`config.mk`:
```
export PLATFORM = sky130hd
export DESIGN_NAME = vsam_ctrl
export DESIGN_NICKNAME = d
export VERILOG_FILES = /design/src/rtl/voice_slot_audio_mixer_core_assert.svh /design/src/rtl/vsam_pkg.sv /design/src/rtl/vsam_ctrl.sv
export SDC_FILE = /design/constraint.sdc
export NUM_CORES = 1
export LEC_CHECK = 0
export BUFFER_PORTS_ARGS = -buffer_cell sky130_fd_sc_hd__buf_2
export CAP_MARGIN = 30
export CORE_MARGIN = 4
export CORE_UTILIZATION = 46
export CTS_CLUSTER_DIAMETER = 40
export DETAILED_ROUTE_END_ITERATION = 7
export PLACE_DENSITY = 0.77
export SETUP_SLACK_MARGIN = 0.15
export SYNTH_ARGS = -nofsm -noshare
export SYNTH_HDL_FRONTEND = slang
export SYNTH_SLANG_ARGS = --single-unit
```
`constraint.sdc`:
```
create_clock -name i_clk -period 2 [get_ports i_clk]
set_input_delay 0 -clock i_clk [delete_from_list [all_inputs] [get_ports i_clk]]
set_output_delay 0 -clock i_clk [all_outputs]
set_load 0.01 [all_outputs]
```
`src/rtl/voice_slot_audio_mixer_core_assert.svh`:
```
// ----------------------------------------------------------------------------
// voice slot mixer assertion macros
// concurrent checks with a clock, an active-low reset, a condition and a consequence
// ----------------------------------------------------------------------------
`ifndef VOICE_SLOT_AUDIO_MIXER_CORE_ASSERT_SVH
`define VOICE_SLOT_AUDIO_MIXER_CORE_ASSERT_SVH

`ifndef NO_ASSERTIONS
`define VSAM_ASSERT_IMP(lbl, clk, rstn, ante, cons) \
    lbl: assert property (@(posedge clk) disable iff (!rstn) (ante) |-> (cons)) \
        else $error("check failed");
`define VSAM_ASSERT_NXT(lbl, clk, rstn, ante, cons) \
    lbl: assert property (@(posedge clk) disable iff (!rstn) (ante) |=> (cons)) \
        else $error("check failed");
`else
`define VSAM_ASSERT_IMP(lbl, clk, rstn, ante, cons)
`define VSAM_ASSERT_NXT(lbl, clk, rstn, ante, cons)
`endif

`endif

```
`src/rtl/vsam_pkg.sv`:
```
// ----------------------------------------------------------------------------
// vsam_pkg
// shared types, codes and constants of the voice slot mixer
// ----------------------------------------------------------------------------
package vsam_pkg;

    localparam int VOICE_SLOTS_DEF  = 32;
    localparam int SAMPLE_WORDS_DEF = 65536;

    localparam int FUNC_W   = 2;
    localparam int SLOT_W   = 5;
    localparam int ADDR_W   = 16;
    localparam int LEN_W    = 17;
    localparam int SAMPLE_W = 16;
    localparam int VOL_W    = 7;
    localparam int STAT_W   = 2;
    localparam int CNT_W    = 6;
    localparam int CFG_IW   = 2;

    localparam logic [VOL_W-1:0] VOL_RESET = 7'd100;
    localparam logic [VOL_W-1:0] PERCENT   = 7'd100;
    localparam logic [LEN_W-1:0] MAX_LEN   = 17'd65536;

    localparam logic [CFG_IW-1:0] CFG_VOL_ZERO   = 2'd0;
    localparam logic [CFG_IW-1:0] CFG_VOL_ONE    = 2'd1;
    localparam logic [CFG_IW-1:0] CFG_VOL_MASTER = 2'd2;

    typedef enum logic [FUNC_W-1:0] {
        FUNC_MIX  = 2'd0,
        FUNC_PLAY = 2'd1,
        FUNC_STOP = 2'd2,
        FUNC_LOAD = 2'd3
    } t_func;

    typedef enum logic [STAT_W-1:0] {
        ST_OK      = 2'd0,
        ST_NO_SLOT = 2'd1,
        ST_BAD_ARG = 2'd2
    } t_status;

    typedef struct packed {
        logic capture;
        logic do_exec;
        logic set_bad;
        logic scan;
        logic set_full;
        logic acc_clr;
        logic walk;
        logic div1_start;
        logic div_step;
        logic scale;
        logic mix_final;
        logic out_load;
    } t_dp_cmd;

    typedef struct packed {
        t_func func;
        logic  len_bad;
        logic  n_zero;
        logic  slot_free;
        logic  div_last;
        logic  out_free;
    } t_dp_sts;

endpackage

```
`src/rtl/vsam_ctrl.sv`:
```
// ----------------------------------------------------------------------------
// vsam_ctrl
// sequencer: operation dispatch, slot walk and divider passes
// ----------------------------------------------------------------------------
module vsam_ctrl #(
    parameter int VOICE_SLOTS = vsam_pkg::VOICE_SLOTS_DEF,
    parameter int IW          = 5
) (
    input  logic              i_clk,
    input  logic              i_rst_n,
    input  logic              i_in_valid,
    output logic              o_in_ready,
    input  vsam_pkg::t_dp_sts i_sts,
    output vsam_pkg::t_dp_cmd o_cmd,
    output logic [IW-1:0]     o_idx
);
    import vsam_pkg::*;

    typedef enum logic [3:0] {
        S_IDLE, S_EXEC, S_SCAN, S_WALK, S_DRAIN, S_DIVLD,
        S_DIV1, S_SCALE, S_DIV2, S_FIN, S_DONE
    } t_state;

    t_state        r_state, n_state;
    logic [IW-1:0] r_idx;
    logic          idx_last;

    assign idx_last   = (r_idx == IW'(VOICE_SLOTS - 1));
    assign o_idx      = r_idx;
    assign o_in_ready = (r_state == S_IDLE);

    always_comb begin
        o_cmd   = '0;
        n_state = r_state;
        unique case (r_state)
            S_IDLE: begin
                if (i_in_valid) begin
                    o_cmd.capture = 1'b1;
                    n_state = S_EXEC;
                end
            end
            S_EXEC: begin
                unique case (i_sts.func)
                    FUNC_MIX: begin
                        if (i_sts.n_zero) begin
                            n_state = S_DONE;
                        end else begin
                            o_cmd.acc_clr = 1'b1;
                            n_state = S_WALK;
                        end
                    end
                    FUNC_PLAY: begin
                        if (i_sts.len_bad) begin
                            o_cmd.set_bad = 1'b1;
                            n_state = S_DONE;
                        end else begin
                            n_state = S_SCAN;
                        end
                    end
                    default: begin
                        o_cmd.do_exec = 1'b1;
                        n_state = S_DONE;
                    end
                endcase
            end
            S_SCAN: begin
                o_cmd.scan = 1'b1;
                if (i_sts.slot_free) begin
                    n_state = S_DONE;
                end else if (idx_last) begin
                    o_cmd.set_full = 1'b1;
                    n_state = S_DONE;
                end
            end
            S_WALK: begin
                o_cmd.walk = 1'b1;
                if (idx_last) n_state = S_DRAIN;
            end
            S_DRAIN: n_state = S_DIVLD;
            S_DIVLD: begin
                o_cmd.div1_start = 1'b1;
                n_state = S_DIV1;
            end
            S_DIV1: begin
                o_cmd.div_step = 1'b1;
                if (i_sts.div_last) n_state = S_SCALE;
            end
            S_SCALE: begin
                o_cmd.scale = 1'b1;
                n_state = S_DIV2;
            end
            S_DIV2: begin
                o_cmd.div_step = 1'b1;
                if (i_sts.div_last) n_state = S_FIN;
            end
            S_FIN: begin
                o_cmd.mix_final = 1'b1;
                n_state = S_DONE;
            end
            S_DONE: begin
                if (i_sts.out_free) begin
                    o_cmd.out_load = 1'b1;
                    n_state = S_IDLE;
                end
            end
            default: n_state = S_IDLE;
        endcase
    end

    always_ff @(posedge i_clk) begin
        if (!i_rst_n) begin
            r_state <= S_IDLE;
            r_idx   <= '0;
        end else begin
            r_state <= n_state;
            if (r_state == S_EXEC) begin
                r_idx <= '0;
            end else if ((r_state == S_SCAN || r_state == S_WALK) && !idx_last) begin
                r_idx <= r_idx + 1'b1;
            end
        end
    end

endmodule

```
==> results of run 1 <==
==> logic make-up after synthesis <==
family / share of synthesized area
simple gates: 0.409
compound gates: 0.167
buf+inv: 0.0582
flops: 0.262
xor+xnor: 0.0382
mux: 0.0291
fa+ha+maj: 0.0364
==> worst max-delay path, cell delays in order (launching register included) <==
cell and delay, ps:
dfxtp_2 340, ha_2 190, and3_1 190, ha_2 200, nor4b_4 230, buf_4 180, nand4_1 120, xor2_1 210
nor2_2 40
==> report_power, final <==
group / leakage [uW] / switching, uW / internal [uW]
clock: 0.0000150 / 66.2 / 76.8
sequential: 0.0000746 / 141 / 228
combinational: 0.000335 / 315 / 311
total: 0.000425 / 522 / 615
==> synth_stat cells <==
library cell	number	area [um^2]
o311ai_0	1	8.76
a32oi_1	1	8.76
mux2i_1	2	20.0
ha_1	2	25.0
nor3b_1	1	7.51
o32a_1	1	10.0
dfxtp_1	9	180
nor4b_4	1	23.8
or2_2	2	12.5
nand2_1	8	30.0
nor4_1	1	6.26
o21ai_1	1	5.00
xnor2_1	1	8.76
clkbuf_1	2	7.51
o211ai_1	1	7.51
nand4_1	1	6.26
nand3_1	1	5.00
and2_4	1	8.76
or2_1	1	6.26
buf_2	2	10.0
nand2_2	1	6.26
nor2b_1	3	18.8
inv_1	6	22.5
and4bb_1	1	12.5
a211oi_2	1	12.5
nor4b_1	2	17.5
nor3_1	4	20.0
nor2_2	2	12.5
nand2b_1	2	12.5
or3_1	1	6.26
o32ai_1	1	8.76
xor2_1	2	17.5
nor2_1	11	41.3
and3_1	3	18.8
nand2b_2	1	8.76
a31oi_1	3	18.8
o21ai_0	2	10.0
a21oi_1	5	25.0
==> what timing repair did <==
item / CTS / global route
buffers inserted: 2 / 1
gates resized for setup: 2 / 4
setup endpoints to repair: 7 / 8
pin swaps: 1 / 3
==> cell type report <==
cell class,instances,area share
Tap cell,15,0.0211
Sequential cell,9,0.207
Multi-Input combinational cell,72,0.540
Timing Repair Buffer,30,0.177
Clock buffer,4,0.0295
Inverter,6,0.0253
==> through the flow <==
step	instances	area [um^2]
CTS	135	870
global placement	129	825
detailed placement	129	825
floorplan	91	688
finish	136	890
global route	136	890
==> flip-flops by register name, summed over array words and instances, names as in the netlist <==
| register | cells |
|---|---|
| o_idx | 5 |
| r_state | 4 |
==> routing by layer <==
layer	vias to the layer above	track usage	wire, um
met2	36	0.324	981
li1	383	-	-
met1	345	0.221	754
met4	0	0.0773	39
met3	8	0.0742	152
met5	-	0	0
==> worst max path at each step <==
stage / startpoint / endpoint
floorplan: o_idx[0] / o_idx[3]
global placement: o_idx[0] / o_idx[3]
CTS: r_state[0] / o_cmd[9]
detailed placement: o_idx[0] / o_idx[3]
finish: o_idx[0] / o_idx[3]
global route: o_idx[0] / o_idx[3]
==> placed cells by master, fill, tap and decap left out, types with 4 or more instances in the layout <==
cell type and instances:
a21oi_1 5, buf_2 27, dfxtp_1 6, inv_1 6
nand2_1 8, nor2_1 11, nor3_1 4
==> results.txt, run 1 <==
The flow ran to the end, and the final reports show no timing, DRC or antenna violations. The final cell utilization of the core is 0.659. Setup violations remaining at the end of the flow were counted as 0. The clock input transition at the sequential cells of the worst setup and hold paths came out at 70 ps. The distinct cell type count of the synthesized netlist came out at 38. The count of pins on the block boundary is 28. The maximum fanout along the worst path is 4.

The average wire per standard cell is 14.2 um. For this block, the initial DRC count from the detailed router was 35. The normalized max-slew margin is 0.644.

The measured slew at the worst slew-check pin is 533 ps. In this run the static leakage power is 0.000425 uW. The height of the die is 46.7 um. The post-layout minimum cycle time is 1810 ps.

Timing analysis after detailed placement gives a worst setup slack of 80.6 ps. The total power draw is 1140 uW. TritonCTS built the clock tree. The count of H-tree levels built during CTS came out at 1. The count of final hold-check violations is 0. The post-synthesis instance total came out at 91.

The worst hold path belongs to the class input port to register. By startpoint and endpoint, the worst setup path is classified as register to register. The startpoint of the most critical hold path is i_rst_n. The total DRC errors in the routed layout is 0. The yosys synthesis warning count is 0. The overall fraction of global-route tracks in use is 0.194. The area growth from synthesis to final layout came out at 29.3%. In the final layout, the share of cells above drive strength 1 is 0.397.

The mean cell area of the mapped netlist is 7.56 um^2. The worst setup path is captured at a register. The area of the mapped netlist came out at 688 um^2.

The worst hold path terminates at r_state[3]. The HPWL after detailed placement is 1340 um. The total area inside the core boundary comes to 1350 um^2. STA classifies the critical path startpoint as a register. The upper clock frequency limit is 554 MHz. The final layout contains 134 nets. Entering global routing, the biggest net connects 17 pins.

Clock tree synthesis found a total of 9 sinks. The beginning of the worst register-to-register path is o_idx[0]. The minimum hold slack came out at 9.15 ps.

The required time reported for the critical path endpoint is 2160 ps. The detailed-route vias per instance is 5.68. The total nets after synthesis came out at 103. The initial core utilization is 0.510. The critical path data arrival time came out at 1970 ps.

The worst hold path was traced through 3 stages. The number of antenna diodes in the final layout is 0. The sequential cell area came out at 184 um^2. The worst reg-to-reg setup slack is 190 ps. The via count of the first global-routing pass is 706. The initial antenna violation count came out at 0.

After synthesis the netlist holds a flip-flop and latch count of 9. The root buffer cell chosen for the clock tree is clkbuf_4. The largest voltage drop on the vdd net is 761 uV. The depth of the worst register-to-register path came out at 8. The worst register-to-register path ends at o_idx[3].

The power per cell area came out at 1280 nW/um^2. The floorplan step set the die width to 46.7 um. The share of the cycle needed by the critical path after routing is 0.903. The first-pass GRT wire length is 3010 um.

Max-cap violations in this run came to 0. The proportion of synthesized chip area in sequential cells is 0.262. Hold repair after CTS inserted 0 buffers. The CTS buffer count is 3. The count of port buffers added during placement is 27. The final antenna-violating net count is 0. The setup TNS came out at 0 ps. After layout, the worst setup slack is 194 ps. The final number of max-transition violations is 0.

Clock skew on the completed layout was measured at 11.7 ps. The clock latency reported for the late side of the worst-skew pair came out at 270 ps. The via total after detailed routing is 772. Global routing finished with a remaining overflow of 0.

The post-detailed-routing wire length is 1930 um. The total of fill cells in the finished design came out at 111. Routability-driven placement finished with a final weighted congestion of 0.768.

The area taken by multi-input logic gates came out at 480 um^2. The area of the die is 2180 um^2. The total number of placement rows came out at 13. The maximum count of clock buffers along a single path came out at 2.

Setup repair after global routing could not meet its margin everywhere. The first TritonRoute pass finished after 4 iterations.
Note: power is estimated with default switching activity, not from simulation.
==> run 2, diff against run 1 <==
Settings changed: CAP_MARGIN 30 to 10, CORE_UTILIZATION 46 to 42, PLACE_DENSITY 0.77 to 0.74.
Clock period 2 ns to 1.5 ns, I/O delays scaled along.
==> run 2 against run 1 <==
Net effect:
- the run now ends with setup timing left
- non-clock buffer count is 11 higher
- core utilization increased by 2.7 points
- final cell count increased by 8.8%
- first-iteration DRC count fell by 37%
- critical path depth unchanged
- worst setup slack got worse by 400 ps
- via count grew 3.2%
- clock skew is 8.8 ps lower
- power rose by 54%
- global-route usage decreased by 1.3 points
- hold slack gained 30 ps
- largest power group unchanged
==> results.txt, run 2 (synthesis results as in run 1) <==
Status: finished with violations (was finished, final reports clean). The checks that failed: setup timing. The total DRC errors in the routed layout came out at 0 (unchanged). The initial core utilization was 0.452 (was 0.510). The height of the die came out at 48.5 um (was 46.7 um). The cell repeated most along the worst path is ha_4 (was ha_2).

The cell with the biggest individual delay on the critical path is dfxtp_4 (was dfxtp_2). The startpoint class of the critical path is a register (unchanged). The count of pins on the block boundary came out at 28 (unchanged).

The DRC violation total after the first TritonRoute iteration is 22 (was 35). The area of the die is 2350 um^2 (was 2180 um^2). The post-layout minimum cycle time came out at 1710 ps (was 1810 ps). The total instance count after detailed placement was 140 (was 129). The upper clock frequency limit is 585 MHz (was 554 MHz).

The via total after detailed routing came out at 797 (was 772). The critical path data arrival time is 1900 ps (was 1970 ps). The clock root buffer master is clkbuf_4 (unchanged).

The area of placed instances is 936 um^2 (was 825 um^2). The count of H-tree levels built during CTS came out at 1 (unchanged). The clock input transition at the sequential cells of the worst setup and hold paths came to 60 ps (was 70 ps). The count of final hold-check violations is 0 (unchanged).

The via count of the first global-routing pass is 788 (was 706). Setup repair after global routing missed its margin: true (unchanged). The normalized max-slew margin came out at 0.736 (was 0.644). The count of port buffers added during placement came out at 27 (unchanged). The share of the cycle needed by the critical path after routing was 1.14 (was 0.903). The total number of placement rows is 14 (was 13). The total power draw is 1750 uW (was 1140 uW). The required time reported for the critical path endpoint came out at 1690 ps (was 2160 ps). The average wire per standard cell is 14.1 um (was 14.2 um). The worst path setup slack after routing came out at -210 ps (was 194 ps).

The detailed-route vias per instance was 5.39 (was 5.68). The core region area is 1520 um^2 (was 1350 um^2). The total number of nets in the final design is 145 (was 134). The final count of negative-setup-slack endpoints was 10 (was 0). The minimum hold slack came to 38.7 ps (was 9.15 ps). The HPWL reported at the end of detailed placement came to 1520 um (was 1340 um). The final estimated routing congestion in global placement came out at 0.795 (was 0.768).

The area growth from synthesis to final layout is 52.0% (was 29.3%). Ordered cell list for the critical path: ha_4, and3_4, ha_4, nor4b_4, buf_4, nand2_2, and2_4, a211oi_2 (was ha_2, and3_1, ha_2, nor4b_4, buf_4, nand4_1, xor2_1, nor2_2). The overall fraction of global-route tracks in use came to 0.181 (was 0.194).

The CTS buffer count came to 3 (unchanged). The largest net degree at the start of global routing came to 13 (was 17). The clock latency reported for the late side of the worst-skew pair was 270 ps (about the same). The final number of max-transition violations is 0 (unchanged). The CTS tree is built (unchanged). The largest voltage drop on the vdd net came to 925 uV (was 761 uV). The first-pass GRT wire length came out at 3460 um (was 3010 um). The fraction of layout cells with a size suffix above 1 is 0.508 (was 0.397).

The max capacitance violation total came to 0 (unchanged). The longest individual stage delay on the worst path is 350 ps (was 340 ps). The type of the setup path with the least slack was register to register (unchanged). The maximum fanout along the worst path came to 4 (unchanged). The endpoint class of the critical path was a register (unchanged). The leakage power summed over all cells came out at 0.000494 uW (was 0.000425 uW). The number of standard cells in the layout, taps in and fillers out came out at 148 (was 136).

The final antenna diode count came out at 0 (unchanged). The remaining global-route overflow is 0 (unchanged). The number of sinks on the clock net is 9 (unchanged). The final antenna-violating net count came out at 0 (unchanged). The power per cell area is 1680 nW/um^2 (was 1280 nW/um^2). The most common library cell in the layout ignoring fill and taps is buf_2 (unchanged). The first-pass iteration count of the detailed router is 4 (unchanged). The clock skew after layout came out at 2.89 ps (was 11.7 ps).

The initial antenna violation count came out at 0 (unchanged). Most frequent cells in the layout: buf_2 (27), buf_4 (12), nor2_1 (10), nand2_1 (8), inv_1 (6) (was buf_2 (27), nor2_1 (11), nand2_1 (8), inv_1 (6), dfxtp_1 (6)). The post-detailed-routing wire length came out at 2090 um (was 1930 um). The measured slew at the worst slew-check pin is 390 ps (was 533 ps).

The width of the die came out at 48.5 um (was 46.7 um). The worst min-delay path class is input port to register (unchanged). The count of hold buffers inserted by post-cts repair came out at 0 (unchanged). The final instance area came out at 1050 um^2 (was 890 um^2). The flip-flop count of the largest register after layout came out at 5 (unchanged). The maximum count of clock buffers along a single path came out at 2 (unchanged).
==> run 2: final cells by class <==
cell class                 count  area, um^2
multi-input combinational     72         538
sequential                     9         191
inverter                       6        22.5
tap                           16        20.0
clock buffer                   4        26.3
fill                         124         478
timing repair buffer          41         248
==> run 2: power by group <==
group	internal (uW)	switching (uW)
Sequential	317	92.9
Clock	103	89.8
Combinational	564	589
==> run 2: through the flow <==
step | setup WS, ps | utilization | setup TNS, ps
detailed placement | -283 | 0.614 | -1580
finish | -210 | 0.686 | -1250
global placement | -227 | 0.614 | -1340
global route | -276 | 0.686 | -2260
CTS | -192 | 0.663 | -1080
floorplan | -305 | - | -1530
==> run 2: routing by layer <==
| layer | GRT usage | wire length [um] | up-vias |
|---|---|---|---|
| li1 | - | - | 407 |
| met3 | 0.0583 | 128 | 5 |
| met1 | 0.195 | 868 | 363 |
| met4 | 0.0538 | 25 | 0 |
| met5 | 0 | 0 | - |
| met2 | 0.330 | 1070 | 22 |
==> run 2: what timing repair did <==
| action | 4_1_cts | 5_1_grt |
|---|---|---|
| resized for setup | 8 | 5 |
| buffers inserted | 2 | 2 |
| pin swaps | 3 | 0 |
| setup endpoints to repair | 16 | 19 |
==> run 2: worst paths after layout <==
path                            cells after the start  slack (ps)         end      from
worst max-delay path                                8        -210  r_state[0]  o_idx[0]
worst min-delay path                                3          40  r_state[1]   i_rst_n
worst max register to register                      8        -210  r_state[0]  o_idx[0]
worst min register to register                      2         560    o_idx[3]  o_idx[3]
==> run 2: worst max-delay path, delay by kind of cell (launching register included) <==
family                   cells  cell delay (ps)
flip-flops                   1              350
adder cells (fa/ha/maj)      2              310
AO/OA/AOI/OAI                1              170
buffers and inverters        1              180
AND/OR/NAND/NOR              4              610
==> run 3, diff against run 2 <==
==> constraint.sdc (replaced) <==
create_clock -name i_clk -period 1.5 [get_ports i_clk]
set_input_delay 0.15 -clock i_clk [delete_from_list [all_inputs] [get_ports i_clk]]
set_output_delay 0.15 -clock i_clk [all_outputs]
set_load 0.01 [all_outputs]
==> run 3 against run 2 <==
Net effect:
- critical endpoint unchanged
- non-clock buffer count increased by 3
- the flow still finishes with violations (setup timing)
- largest cell class unchanged
- register-to-register slack got worse by 70 ps
- sequential power increased by 5%
- sequential cell count did not move
- largest power group unchanged
==> results.txt, run 3 (synthesis results as in run 1) <==
The hold-critical path depth was 3 (unchanged). The clock skew after layout came out at 3.20 ps (was 2.89 ps). The count of final hold-check violations came out at 0 (unchanged). The cell family with the largest share of critical-path delay is simple AND/OR/NAND/NOR gates (unchanged). The cell with the biggest individual delay on the critical path is dfxtp_4 (unchanged).

The share of the cycle needed by the critical path after routing is 1.19 (was 1.14). The final instance area came to 1120 um^2 (was 1050 um^2). The upper clock frequency limit came out at 562 MHz (was 585 MHz). The first-pass GRT wire length is 3180 um (was 3460 um).

The width of the die came to 48.5 um (unchanged). The max capacitance violation total is 0 (unchanged). The first-pass iteration count of the detailed router was 4 (unchanged). The endpoint class of the critical path is a register (unchanged). The type of the setup path with the least slack is register to register (unchanged). The longest individual stage delay on the worst path is 350 ps (about the same).

The area of placed instances came to 972 um^2 (was 936 um^2). The clock latency reported for the late side of the worst-skew pair came to 260 ps (was 270 ps). The maximum count of clock buffers along a single path is 2 (unchanged). The power per cell area came out at 1740 nW/um^2 (was 1680 nW/um^2). The CTS tree was built (unchanged). The normalized max-slew margin was 0.752 (was 0.736).

The depth of the worst register-to-register path is 8 (unchanged). The startpoint class of the critical path was a register (unchanged). The final count of negative-setup-slack endpoints came to 13 (was 10). The total number of nets in the final design came to 148 (was 145). Violations in the final reports: setup timing (unchanged). The average wire per standard cell is 13.9 um (was 14.1 um).

Status: finished with violations (unchanged). The remaining global-route overflow came out at 0 (unchanged). The number of standard cells in the layout, taps in and fillers out came out at 151 (was 148). The post-detailed-routing wire length came out at 2100 um (was 2090 um). The CTS buffer count is 3 (unchanged). The detailed-route vias per instance is 5.39 (about the same). The reg-to-reg critical path endpoint is r_state[0] (unchanged). The total instance count after detailed placement is 144 (was 140). The number of sinks on the clock net is 9 (unchanged). The largest voltage drop on the vdd net is 1000 uV (was 925 uV). Setup repair after global routing missed its margin: true (unchanged). The number of buffer and inverter instances along the worst setup path is 1 (unchanged). The final antenna diode count came to 0 (unchanged).

The fraction of layout cells with a size suffix above 1 came out at 0.563 (was 0.508). The measured slew at the worst slew-check pin was 368 ps (was 390 ps). The area of the die came out at 2350 um^2 (unchanged). Most frequent cells in the layout: buf_2 (26), buf_4 (14), nor2_1 (8), nand2_1 (6), inv_1 (6) (was buf_2 (27), buf_4 (12), nor2_1 (10), nand2_1 (8), inv_1 (6)). The largest net degree at the start of global routing came to 10 (was 13). The capture endpoint of the worst hold path was r_state[3] (was r_state[1]). The leakage power summed over all cells was 0.000519 uW (was 0.000494 uW). The clock root buffer master was clkbuf_4 (unchanged). The maximum fanout along the worst path is 4 (unchanged). The worst path setup slack after routing came out at -278 ps (was -210 ps).

The height of the die was 48.5 um (unchanged). The area growth from synthesis to final layout came out at 62.4% (was 52.0%). The flip-flop count of the largest register after layout came to 5 (unchanged). The total number of placement rows was 14 (unchanged).

The count of pins on the block boundary came out at 28 (unchanged). The most common library cell in the layout ignoring fill and taps is buf_2 (unchanged). The total power draw came out at 1940 uW (was 1750 uW). The beginning of the worst register-to-register path was o_idx[0] (unchanged). The core region area is 1520 um^2 (unchanged).

The initial core utilization was 0.452 (unchanged). The post-layout minimum cycle time came out at 1780 ps (was 1710 ps). The final estimated routing congestion in global placement is 0.832 (was 0.795). The worst min-delay path class is input port to register (unchanged). The HPWL reported at the end of detailed placement is 1510 um (was 1520 um). The count of port buffers added during placement came out at 27 (unchanged). The cell repeated most along the worst path is ha_4 (unchanged).

The overall fraction of global-route tracks in use came to 0.162 (was 0.181). The via count of the first global-routing pass came out at 744 (was 788). The required time reported for the critical path endpoint is 1680 ps (was 1690 ps). The final number of max-transition violations is 0 (unchanged). The via total after detailed routing came out at 814 (was 797). The startpoint of the most critical hold path is i_rst_n (unchanged). The critical path data arrival time is 1960 ps (was 1900 ps). The DRC violation total after the first TritonRoute iteration is 18 (was 22).

Ordered cell list for the critical path: ha_4, and3_4, ha_4, nor4b_4, buf_4, nand2_4, and2_4, a211oi_2 (was ha_4, and3_4, ha_4, nor4b_4, buf_4, nand2_2, and2_4, a211oi_2). The count of H-tree levels built during CTS is 1 (unchanged). The final antenna-violating net count came out at 0 (unchanged). The initial antenna violation count came to 0 (unchanged). The clock input transition at the sequential cells of the worst setup and hold paths is 60 ps (about the same). The total DRC errors in the routed layout is 0 (unchanged). The worst reg-to-reg setup slack is -280 ps (was -210 ps).
==> run 3: layer usage <==
metal  up-vias  global-route usage  share of wire
li1        416                   -              -
met1       374               0.205           0.45
met2        24               0.259           0.50
met3         0              0.0644          0.053
met4         0              0.0314              0
met5         -                   0              0
==> run 3: worst reg2reg max path: cells and delay by family (launching register included) <==
| family | cells | cell delay [ps] |
|---|---|---|
| buf+inv | 1 | 200 |
| simple gates | 4 | 680 |
| fa+ha+maj | 2 | 330 |
| compound gates | 1 | 160 |
| flops | 1 | 350 |
==> run 3: stage by stage <==
step	hold WS (ps)	setup slack [ps]	TNS, ps	util
3_5_place_dp	441	-271	-1560	0.638
2_1_floorplan	299	-305	-1530	-
3_3_place_gp	438	-210	-1210	0.638
5_1_grt	189	-343	-2670	0.733
6_report	192	-278	-1900	0.733
4_1_cts	168	-237	-2070	0.665
==> run 3: layout make-up <==
cell class                 count  area, um^2
clock buffer                   4        26.3
sequential                     9         198
multi-input combinational     72         571
timing repair buffer          44         280
tap                           16        20.0
inverter                       6        22.5
fill                         120         407
==> run 3: what timing repair did <==
item | 4_1_cts | 5_1_grt
cloned | 0 | 0
resized for setup | 5 | 21
pin swaps | 4 | 8
setup endpoints to repair | 21 | 22
hold buffers | 0 | 0
buffers inserted | 0 | 3
==> run 3: where the power goes <==
group / switching (uW) / total [uW] / internal (uW) / leakage, uW
clock network: 83.7 / 186 / 102 / 0.0000150
registers: 104 / 428 / 324 / 0.0000769
logic: 649 / 1330 / 677 / 0.000428
==> run 3: worst max path at each step <==
stage,start,endpoint,depth (start not counted)
finish,o_idx[0],r_state[0],8
global route,o_idx[0],r_state[0],8
CTS,o_idx[0],r_state[0],8
detailed placement,o_idx[0],r_state[0],8
global placement,o_idx[0],r_state[0],8
floorplan,o_idx[0],o_idx[3],7
